**config.mk**
```make
export PLATFORM = sky130hd
export DESIGN_NAME = uolf_ctrl
export DESIGN_NICKNAME = d
export VERILOG_FILES = /design/src/rtl/uolf_pkg.sv /design/src/rtl/uolf_ctrl.sv
export SDC_FILE = /design/constraint.sdc
export NUM_CORES = 1
export LEC_CHECK = 0
export CAP_MARGIN = 20
export CORE_MARGIN = 5
export CORE_UTILIZATION = 30
export CTS_BUF_LIST = sky130_fd_sc_hd__clkbuf_4 sky130_fd_sc_hd__clkbuf_8 sky130_fd_sc_hd__clkbuf_16
export DETAILED_ROUTE_END_ITERATION = 7
export DONT_BUFFER_PORTS = 1
export GPL_TIMING_DRIVEN = 0
export MAX_ROUTING_LAYER = met4
export PLACE_DENSITY_LB_ADDON = 0.12
export SYNTH_ARGS = -nofsm -noshare
export SYNTH_HDL_FRONTEND = slang
export SYNTH_SLANG_ARGS = --single-unit
```
**constraint.sdc**
```tcl
create_clock -name clk -period 2.56 [get_ports clk]
set_input_delay 0.256 -clock clk [delete_from_list [all_inputs] [get_ports clk]]
set_output_delay 0.256 -clock clk [all_outputs]
set_load 0.01 [all_outputs]
```
**src/rtl/uolf_pkg.sv**
```systemverilog
// Shared codes and controller/datapath interface types for the unique-only list filter.
package uolf_pkg;

  localparam logic [1:0] CMD_APPEND = 2'd0;
  localparam logic [1:0] CMD_LIST   = 2'd1;
  localparam logic [1:0] CMD_REDUCE = 2'd2;

  localparam logic [1:0] ST_APPENDED = 2'd0;
  localparam logic [1:0] ST_DROPPED  = 2'd1;
  localparam logic [1:0] ST_ELEMENT  = 2'd2;
  localparam logic [1:0] ST_EMPTY    = 2'd3;

  // controller -> datapath
  typedef struct packed {
    logic       app_wr;
    logic       out_load;
    logic [1:0] out_status;
    logic       idx_clr;
    logic       idx_inc;
    logic       rd_list;
    logic       i_clr;
    logic       i_inc;
    logic       rd_i;
    logic       vi_load;
    logic       j_clr;
    logic       j_inc;
    logic       rd_j;
    logic       cmp;
    logic       kept_clr;
    logic       keep_wr;
    logic       commit;
  } uolf_cmd_t;

  // datapath -> controller
  typedef struct packed {
    logic full;
    logic empty;
    logic idx_last;
    logic i_last;
    logic j_last;
    logic slot_free;
  } uolf_sts_t;

endpackage

```
**src/rtl/uolf_ctrl.sv**
```systemverilog
// Controller: command decode and sequencing of append, list and reduce walks.
module uolf_ctrl import uolf_pkg::*; (
  input  logic       clk,
  input  logic       rst,
  input  logic       in_valid,
  output logic       in_stall,
  input  logic [1:0] cmd,
  input  uolf_sts_t  sts,
  output uolf_cmd_t  ctl
);

  typedef enum logic [3:0] {
    S_IDLE,
    S_LIST_RD,
    S_LIST_EMIT,
    S_RED_RDI,
    S_RED_LDI,
    S_RED_RDJ,
    S_RED_CMP,
    S_RED_KEEP,
    S_RED_DONE,
    S_LIST_START,
    S_EMPTY_EMIT
  } state_t;

  state_t state;
  state_t state_next;
  logic   accept;

  assign in_stall = !((state == S_IDLE) && sts.slot_free);
  assign accept   = in_valid && !in_stall;

  always_comb begin
    ctl        = '0;
    state_next = state;
    case (state)
      S_IDLE: begin
        if (accept) begin
          case (cmd)
            CMD_APPEND: begin
              ctl.out_load   = 1'b1;
              ctl.out_status = sts.full ? ST_DROPPED : ST_APPENDED;
              ctl.app_wr     = !sts.full;
            end
            CMD_LIST: begin
              if (sts.empty) begin
                ctl.out_load   = 1'b1;
                ctl.out_status = ST_EMPTY;
              end else begin
                ctl.idx_clr = 1'b1;
                state_next  = S_LIST_RD;
              end
            end
            CMD_REDUCE: begin
              if (sts.empty) begin
                ctl.out_load   = 1'b1;
                ctl.out_status = ST_EMPTY;
              end else begin
                ctl.i_clr    = 1'b1;
                ctl.kept_clr = 1'b1;
                state_next   = S_RED_RDI;
              end
            end
            default: ;
          endcase
        end
      end
      S_LIST_RD: begin
        ctl.rd_list = 1'b1;
        state_next  = S_LIST_EMIT;
      end
      S_LIST_EMIT: begin
        if (sts.slot_free) begin
          ctl.out_load   = 1'b1;
          ctl.out_status = ST_ELEMENT;
          if (sts.idx_last) begin
            state_next = S_IDLE;
          end else begin
            ctl.idx_inc = 1'b1;
            state_next  = S_LIST_RD;
          end
        end
      end
      S_RED_RDI: begin
        ctl.rd_i   = 1'b1;
        state_next = S_RED_LDI;
      end
      S_RED_LDI: begin
        ctl.vi_load = 1'b1;
        ctl.j_clr   = 1'b1;
        state_next  = S_RED_RDJ;
      end
      S_RED_RDJ: begin
        ctl.rd_j   = 1'b1;
        state_next = S_RED_CMP;
      end
      S_RED_CMP: begin
        ctl.cmp = 1'b1;
        if (sts.j_last) begin
          state_next = S_RED_KEEP;
        end else begin
          ctl.j_inc  = 1'b1;
          state_next = S_RED_RDJ;
        end
      end
      S_RED_KEEP: begin
        ctl.keep_wr = 1'b1;
        if (sts.i_last) begin
          state_next = S_RED_DONE;
        end else begin
          ctl.i_inc  = 1'b1;
          state_next = S_RED_RDI;
        end
      end
      S_RED_DONE: begin
        ctl.commit  = 1'b1;
        ctl.idx_clr = 1'b1;
        state_next  = S_LIST_START;
      end
      S_LIST_START: begin
        state_next = sts.empty ? S_EMPTY_EMIT : S_LIST_RD;
      end
      S_EMPTY_EMIT: begin
        if (sts.slot_free) begin
          ctl.out_load   = 1'b1;
          ctl.out_status = ST_EMPTY;
          state_next     = S_IDLE;
        end
      end
      default: begin
        state_next = S_IDLE;
      end
    endcase
  end

  always_ff @(posedge clk) begin
    if (rst) begin
      state <= S_IDLE;
    end else begin
      state <= state_next;
    end
  end

endmodule

```
==> results of run 1 <==
==> area by class of cell <==
type                            count  area [µm²]  area share
Multi-Input combinational cell     63         422       0.679
Sequential cell                     4        80.1       0.129
Buffer                              8        53.8      0.0867
Tap cell                           25        31.3      0.0504
Clock buffer                        3        22.5      0.0363
Inverter                            3        11.3      0.0181
==> layout by cell type (no fill, tap or decap), drive strengths merged, types with 2 or more instances in the layout <==
cell    Yosys  layout
ha          5       5
a21oi       4       4
nand2       5       5
or3         2       2
nor3b       2       2
inv         3       3
nand2b      5       5
nor2        8       8
dfxtp       4       4
clkbuf      0       3
nor3       11      11
nor4        2       2
o32ai       2       2
buf         8       8
==> worst max path at each step <==
stage	end	startpoint	slack, ps	cells past startpoint
after floorplan	ctl[10]	state[1]	1060	5
after global placement	ctl[10]	state[1]	890	5
after detailed placement	ctl[10]	state[1]	890	5
after CTS	ctl[10]	state[1]	630	5
after global routing	ctl[10]	state[3]	540	6
final	ctl[10]	state[1]	650	5
==> power by group <==
group          internal, mW  switching, mW
combinational        0.0716         0.0890
sequential           0.0712         0.0165
clock                0.0521         0.0223
==> critical path: stages (launching register included) <==
cell	delay, ps
dfxtp_1	380
nor4_4	360
nand3_2	170
nor2_1	150
and2_1	210
buf_4	140
==> cell families (layout without fill, tap and decap cells) <==
| family | Yosys count | in the layout | synth area share |
|---|---|---|---|
| AO/OA/AOI/OAI | 16 | 16 | 0.201 |
| flip-flops | 4 | 4 | 0.141 |
| adder cells (fa/ha/maj) | 5 | 5 | 0.110 |
| multiplexers | 1 | 1 | 0.0177 |
| AND/OR/NAND/NOR | 40 | 40 | 0.400 |
| XOR/XNOR | 1 | 1 | 0.0155 |
| buffers and inverters | 11 | 14 | 0.115 |
==> metrics by stage <==
stage / hold slack [ps] / instance area, µm²
floorplan: 328 / 567
global placement: 332 / 598
detailed placement: 332 / 598
CTS: 88.3 / 621
global route: 86.3 / 621
finish: 92.8 / 621
==> routing by layer <==
layer | vias to the layer above | share of wire | GRT usage
met5 | - | 0 | -
met2 | 24 | 0.42 | 0.171
li1 | 286 | - | -
met3 | 4 | 0.10 | 0.0423
met4 | 0 | 0.011 | 0.0426
met1 | 276 | 0.47 | 0.165
==> metrics.csv, run 1 <==
stage,metric,value,unit
run_status,status,finished clean,
min_path,WHS Path Cells,1,
timing,PnR worst setup slack,653,ps
critical_path,CP arrival,1650,ps
finish,fill count,203,
global_routing,GRT Total Usage,0.124,
critical_path,reg2reg end,state[1],
synthesis,most common cell in the netlist,nor3_1,
route,Post-DRT Antenna Nets,0,
route,Pre-Repair DR Iteration Count,4,
route,drt drc,0,
synthesis,count of different cell masters after synthesis,33,
place,Port Buffers,0,
min_path,hold_sp,rst,
clock_tree,clock buffer depth,2,
die,core area,0.00176,mm²
clock_tree,hold buffer count at CTS,0,
synthesis,cell accounting for the most synthesized area,dfxtp_1,
finish,n_diodes,0,
timing,Tmin final,1910,ps
finish,max FFs per register,4,
clock_tree,CTS Buf Count,3,
power_and_ir_drop,Pleak,0.249,nW
die,Rows,15,
route,vias per inst,5.57,
critical_path,R2R depth,5,
die,Die ar.,0.00286,mm²
finish,fin cells,106,
global_routing,grt ovf,0,
min_path,worst hold path type,in -> reg,
timing,Worst slew margin,0.603,
clock_tree,clock net sink count,4,
critical_path,R2R Setup Slk,1220,ps
route,drt wl/cell,15.1,µm
finish,area grow syn2layout,9.49,%
job,max-cap check violation count,0,
timing,clock skew,3.20,ps
power_and_ir_drop,Worst VDD drop,0.000220,V
synthesis,synthesized cell area,567,µm²
die,DIE HEIGHT,53.5,µm
finish,layout cells sized above 1,0.173,
place,Placer Congestion,0.684,
clock_tree,clk root buf,clkbuf_4,
die,starting density of the core,0.321,
synthesis,Yosys top cell area share,0.141,
clock_tree,CTS tree,yes,
route,Routed WL,1600,µm
synthesis,Synth Net Count,94,
synthesis,Post-synth EDFFs,0,
synthesis,Avg Inst Size Synth,7.27,µm²
critical_path,reg-to-reg critical path startpoint,state[2],
timing,"Slew Viols, Final",0,
finish,Largest regs,state x4,
place,Detailed Place HPWL,1240,µm
clock_tree,insertion delay to the later sink of the worst-skew pair,230,ps
route,via count,590,
timing,FMAX,524,MHz
timing,# setup viols final,0,
finish,final core occ,0.352,
global_routing,global-route wire length before repair,2550,µm
critical_path,CP endpoint kind,output port,
power_and_ir_drop,total power draw,323,µW
timing,unrepaired setup endpoints after global routing,no,
timing,setup TNS,0,ps
synthesis,cells after synthesis,78,
clock_tree,postcts setup bufs,0,
global_routing,initial antenna violation count,0,
finish,# nets final,99,
clock_tree,"Clk pin slew, worst setup/hold paths",30,ps
timing,Tcrit/Tclk final,0.745,
synthesis,Yosys reg bits,4,
global_routing,largest net degree at the start of global routing,11,
place,pre-CTS WS,891,ps
global_routing,vias in the first global route,537,
critical_path,Worst Path Required,2300,ps
synthesis,Synth Warn #,0,
min_path,Worst Hold Endpoint,state[3],
synthesis,main flop type after synthesis,dfxtp_1,
power_and_ir_drop,PwrDens,520,mW/mm²
critical_path,startpoint types,flip-flop,
finish,most flop-heavy register,state,
place,placed cells,103,
clock_tree,# resized after CTS,0,
timing,endpoints failing hold,0,
die,Horiz. Die Dim,53.5,µm
route,Iteration-0 DRC Markers,24,
synthesis,register area share after synthesis,0.141,
synthesis,Post-synth top cells,"nor3_1, nor2_1, ha_1, nand2_1, nand2b_1",
critical_path,worst-path fanout max,6,
synthesis,asr flop ratio synth,0,
clock_tree,H-tree depth,1,
die,io pins,30,
critical_path,Crit Path Class,reg -> out,
synthesis,synth top area cells,"dfxtp_1, ha_1, nor3_1, nand2b_1, nor2_1",
timing,Slew @ Worst Pin,590,ps
(Power assumes the default switching activity.)
==> inputs of run 2 (changes only) <==
clock period = 1.8 ns   (was 2.56 ns; I/O delays follow)
==> run 2 against run 1 <==
  * Routed wire length is 0.81% lower
  * Setup slack worse by 640 ps
  * Sequential share of layout area is 0.15 points lower
  * Count of clock-buffer cells in the layout stayed put
  * Design area is 1.2% higher
  * Core utilization is 0.43 points higher
  * Highest routed layer unchanged
  * Clock power is 42% higher
==> metrics.csv, run 2 (synthesis gave the netlist of run 1 again) <==
stage,metric,value,unit
finish,layout cells sized above 1,0.198,
finish,max FFs per register,4,
clock_tree,CTS Buf Count,3,
finish,most frequent cells in the layout,"nor3_1, nor2_1, nand2b_1, nand2_1, ha_1",
timing,endpoints failing hold,0,
global_routing,global-route wire length before repair,2560,µm
clock_tree,clock net sink count,4,
finish,"most common cell after layout, fill and taps aside",nor3_1,
global_routing,vias in the first global route,536,
critical_path,Crit Path Class,reg -> out,
route,Routed WL,1590,µm
critical_path,critical path's top delay family,simple AND/OR/NAND/NOR gates,
global_routing,initial antenna violation count,0,
clock_tree,clk root buf,clkbuf_4,
timing,Fin Hold WS,16.6,ps
timing,clock skew,3.20,ps
route,Iteration-0 DRC Markers,9,
clock_tree,CTS tree,yes,
die,Die ar.,0.00286,mm²
place,Detailed Place HPWL,1240,µm
timing,Slew @ Worst Pin,559,ps
place,Port Buffers,0,
die,DIE HEIGHT,53.5,µm
finish,final core occ,0.356,
timing,FMAX,560,MHz
timing,Tmin final,1780,ps
place,placed cells,103,
critical_path,CP endpoint kind,output port,
die,Rows,15,
die,core area,0.00176,mm²
critical_path,startpoint types,flip-flop,
finish,"Design Area, Final",628,µm²
min_path,worst hold path type,in -> reg,
power_and_ir_drop,Worst VDD drop,0.000311,V
critical_path,CP bufs+invs,1,
power_and_ir_drop,PwrDens,735,mW/mm²
timing,Worst slew margin,0.624,
clock_tree,clock buffer depth,2,
route,via count,588,
clock_tree,insertion delay to the later sink of the worst-skew pair,230,ps
timing,"Slew Viols, Final",0,
finish,area of the multi-input gates,429,µm²
finish,n_diodes,0,
route,Pre-Repair DR Iteration Count,4,
power_and_ir_drop,Pleak,0.255,nW
timing,Tcrit/Tclk final,0.991,
critical_path,worst-path fanout max,6,
critical_path,crit path max-delay cell type,dfxtp_1,
finish,fill count,204,
route,drt drc,0,
finish,Reg area,80.1,µm²
place,Placer Congestion,0.684,
timing,unrepaired setup endpoints after global routing,yes,
finish,fin cells,106,
finish,# nets final,99,
critical_path,crit-path max cell delay,380,ps
die,io pins,30,
route,vias per inst,5.55,
global_routing,largest net degree at the start of global routing,11,
critical_path,CP arrival,1600,ps
route,drt wl/cell,15.0,µm
critical_path,Worst Path Required,1620,ps
timing,# setup viols final,0,
run_status,status,finished clean,
die,starting density of the core,0.321,
finish,area grow syn2layout,10.8,%
critical_path,CP Cell Sequence,"nor4_4, nand3_2, nor2_1, and2_4, buf_4",
finish,most flop-heavy register,state,
finish,Largest regs,state x4,
job,max-cap check violation count,0,
die,Horiz. Die Dim,53.5,µm
route,Post-DRT Antenna Nets,0,
place,area post-placement,598,µm²
global_routing,GRT Total Usage,0.124,
global_routing,grt ovf,0,
clock_tree,"Clk pin slew, worst setup/hold paths",30,ps
clock_tree,H-tree depth,1,
## run 2: final timing paths
kind / startpoint / endpoint / slack [ps] / cells after the start
min: rst / state[3] / 20 / 1
max reg2reg: state[2] / state[1] / 450 / 5
max: state[1] / ctl[10] / 20 / 5
min reg2reg: state[3] / state[2] / 720 / 2
## run 2: timing repair
item,in CTS,in global routing
endpoints found under the setup margin,2,6
gates resized for setup,1,1
setup buffers,0,0
gates cloned,0,0
hold buffers,0,0
hold endpoints to repair,0,0
## run 2: final cells by class
type	count	share of cell area
Multi-Input combinational cell	63	0.683
Sequential cell	4	0.127
Buffer	8	0.0857
Tap cell	25	0.0498
Clock buffer	3	0.0359
Inverter	3	0.0179
## run 2: layer usage
metal / global-route usage / share of wire / vias up
li1: - / - / 287
met1: 0.165 / 0.46 / 273
met2: 0.171 / 0.42 / 24
met3: 0.0423 / 0.10 / 4
met4: 0.0426 / 0.011 / 0
met5: - / 0 / -
## run 2: power breakdown
group          switching (mW)  internal, mW  total, mW
combinational           0.129         0.103      0.231
sequential             0.0233         0.101      0.125
clock                  0.0318        0.0742      0.106
total                   0.184         0.278      0.462
## run 2: metrics by stage
step / power, mW / setup WS [ps] / TNS [ps]
6_report: 0.462 / 15.6 / 0
5_1_grt: 0.505 / -109 / -351
4_1_cts: 0.465 / -3.41 / -3.41
3_5_place_dp: 0.354 / 207 / 0
3_3_place_gp: 0.355 / 202 / 0
2_1_floorplan: 0.314 / 376 / 0
==> inputs of run 3 (changes only) <==
PLACE_DENSITY_LB_ADDON = unset   (was 0.12)
==> run 3 against run 2 <==
  * Cell count is 0.94% higher
  * Core utilization is 2.6 points higher
  * Clock skew is 1.5 ps higher
  * Critical endpoint unchanged
  * Global-route usage is 0.54 points lower
  * Worst hold slack worse by 4.6 ps
  * Critical path depth stayed put
==> metrics.csv, run 3 (synthesis gave the netlist of run 1 again) <==
stage,metric,value,unit
run_status,status,finished clean,
place,Port Buffers,0,
power_and_ir_drop,switching power share of the total,0.394,
clock_tree,clock buffer depth,2,
critical_path,CP arrival,1540,ps
power_and_ir_drop,Worst VDD drop,0.000320,V
global_routing,vias in the first global route,500,
finish,n_diodes,0,
finish,most flop-heavy register,state,
power_and_ir_drop,clock power share,0.230,
critical_path,CP startpoint,state[1],
route,Post-DRT Antenna Nets,0,
power_and_ir_drop,NetSw,188,µW
timing,Tcrit/Tclk final,0.955,
power_and_ir_drop,Pleak,0.265,nW
global_routing,largest net degree at the start of global routing,11,
finish,"most common cell after layout, fill and taps aside",nor3_1,
timing,"Slew Viols, Final",0,
route,Metal-1 WL,648,µm
power_and_ir_drop,sequential power share,0.269,
critical_path,Worst Path Required,1620,ps
place,pre-CTS WS,215,ps
global_routing,GRT Total Usage,0.118,
route,drt drc,0,
timing,Tmin final,1720,ps
route,vias per inst,5.29,
timing,endpoints failing hold,0,
route,Pre-Repair DR Iteration Count,4,
critical_path,Crit Path Class,reg -> out,
finish,max FFs per register,4,
route,via count,566,
finish,area grow syn2layout,18.8,%
finish,Largest regs,state x4,
clock_tree,CTS tree,yes,
critical_path,reg-to-reg critical path startpoint,state[2],
die,Horiz. Die Dim,53.5,µm
timing,PnR worst setup slack,80.4,ps
finish,most frequent cells in the layout,"nor3_1, nor2_1, nand2b_1, nand2_1, ha_1",
timing,Fin Hold WS,12.0,ps
clock_tree,clk root buf,clkbuf_4,
critical_path,worst-path fanout max,6,
critical_path,R2R depth,5,
route,Top Metal Used,met3,
die,Rows,15,
clock_tree,CTS Buf Count,3,
route,Routed WL,1490,µm
timing,Slew @ Worst Pin,562,ps
critical_path,CP endpoint kind,output port,
min_path,worst hold path type,in -> reg,
critical_path,reg2reg end,state[1],
critical_path,critical path endpoint,ctl[10],
route,Routed met2 length,724,µm
critical_path,startpoint types,flip-flop,
die,starting density of the core,0.321,
route,met3 WL,120,µm
die,DIE HEIGHT,53.5,µm
route,Iteration-0 DRC Markers,9,
place,Detailed Place HPWL,1200,µm
critical_path,CP Cell Sequence,"nor4_4, nand3_2, nor2_2, and2_4, buf_6",
die,Die ar.,0.00286,mm²
clock_tree,H-tree depth,1,
die,io pins,30,
finish,layout cells sized above 1,0.280,
finish,# nets final,100,
clock_tree,"Clk pin slew, worst setup/hold paths",40,ps
power_and_ir_drop,PwrDens,708,mW/mm²
clock_tree,clock net sink count,4,
job,max-cap check violation count,0,
global_routing,grt ovf,0,
global_routing,global-route wire length before repair,2370,µm
global_routing,initial antenna violation count,0,
place,Placer Congestion,0.714,
critical_path,R2R Setup Slk,570,ps
finish,final core occ,0.382,
critical_path,crit path max-delay cell type,dfxtp_4,
critical_path,crit-path max cell delay,360,ps
power_and_ir_drop,Combinational Power Share,0.501,
die,core area,0.00176,mm²
timing,# setup viols final,0,
route,drt wl/cell,14.0,µm
clock_tree,insertion delay to the later sink of the worst-skew pair,230,ps
timing,clock skew,4.73,ps
timing,FMAX,582,MHz
power_and_ir_drop,internal power,289,µW
power_and_ir_drop,total power draw,477,µW
timing,Worst slew margin,0.622,
==> run 3: cell count changes in the layout (fill, tap and decap cells not counted), sizes merged <==
cell         previous run  this run
dlygate4sd3             0         1
==> run 3: power groups by stage <==
stage / Clock [mW] / Sequential (mW) / Combinational, mW
4_1_cts: 0.112 / 0.124 / 0.228
3_3_place_gp: 0 / 0.125 / 0.225
6_report: 0.110 / 0.128 / 0.239
2_1_floorplan: 0 / 0.121 / 0.193
5_1_grt: 0.122 / 0.131 / 0.264
3_5_place_dp: 0 / 0.125 / 0.226
==> run 3: routing by layer <==
metal | track usage | vias to the layer above
met4 | 0.0383 | 0
met5 | - | -
met1 | 0.133 | 265
met3 | 0.0479 | 0
met2 | 0.190 | 15
li1 | - | 286
==> run 3: how the worst min path moves through the flow <==
stage	from	to	cells past startpoint
after global placement	rst	state[3]	1
after detailed placement	rst	state[3]	1
after global routing	rst	state[2]	1
final	rst	state[2]	1
after CTS	rst	state[3]	1
after floorplan	rst	state[3]	1
==> run 3: final cells by class <==
cell class / count / area [µm²]
multi-input combinational: 63 / 447
sequential: 4 / 87.6
timing repair buffer: 1 / 10.0
clock buffer: 3 / 22.5
inverter: 3 / 11.3
tap: 25 / 31.3
fill: 189 / 1090
buffer: 8 / 63.8
==> run 3: worst max-delay path, delay by kind of cell, from the launching register on <==
kind                   cells  cell delay (ps)
and+or+nand+nor            4              840
buffers and inverters      1              100
DFF                        1              360
==> run 3: through the flow <==
stage / instance area [µm²] / std cells / TNS, ps
floorplan: 567 / 78 / 0
global placement: 598 / 103 / 0
detailed placement: 598 / 103 / 0
CTS: 623 / 106 / -23.3
global route: 673 / 107 / -0.869
finish: 673 / 107 / 0
==> run 3: timing repair <==
| action | 4_1_cts | 5_1_grt |
|---|---|---|
| endpoints found under the setup margin | 3 | 5 |
| hold endpoints to repair | 0 | 1 |
| gates resized for setup | 1 | 13 |
| setup buffers | 0 | 0 |
| hold buffers | 0 | 1 |
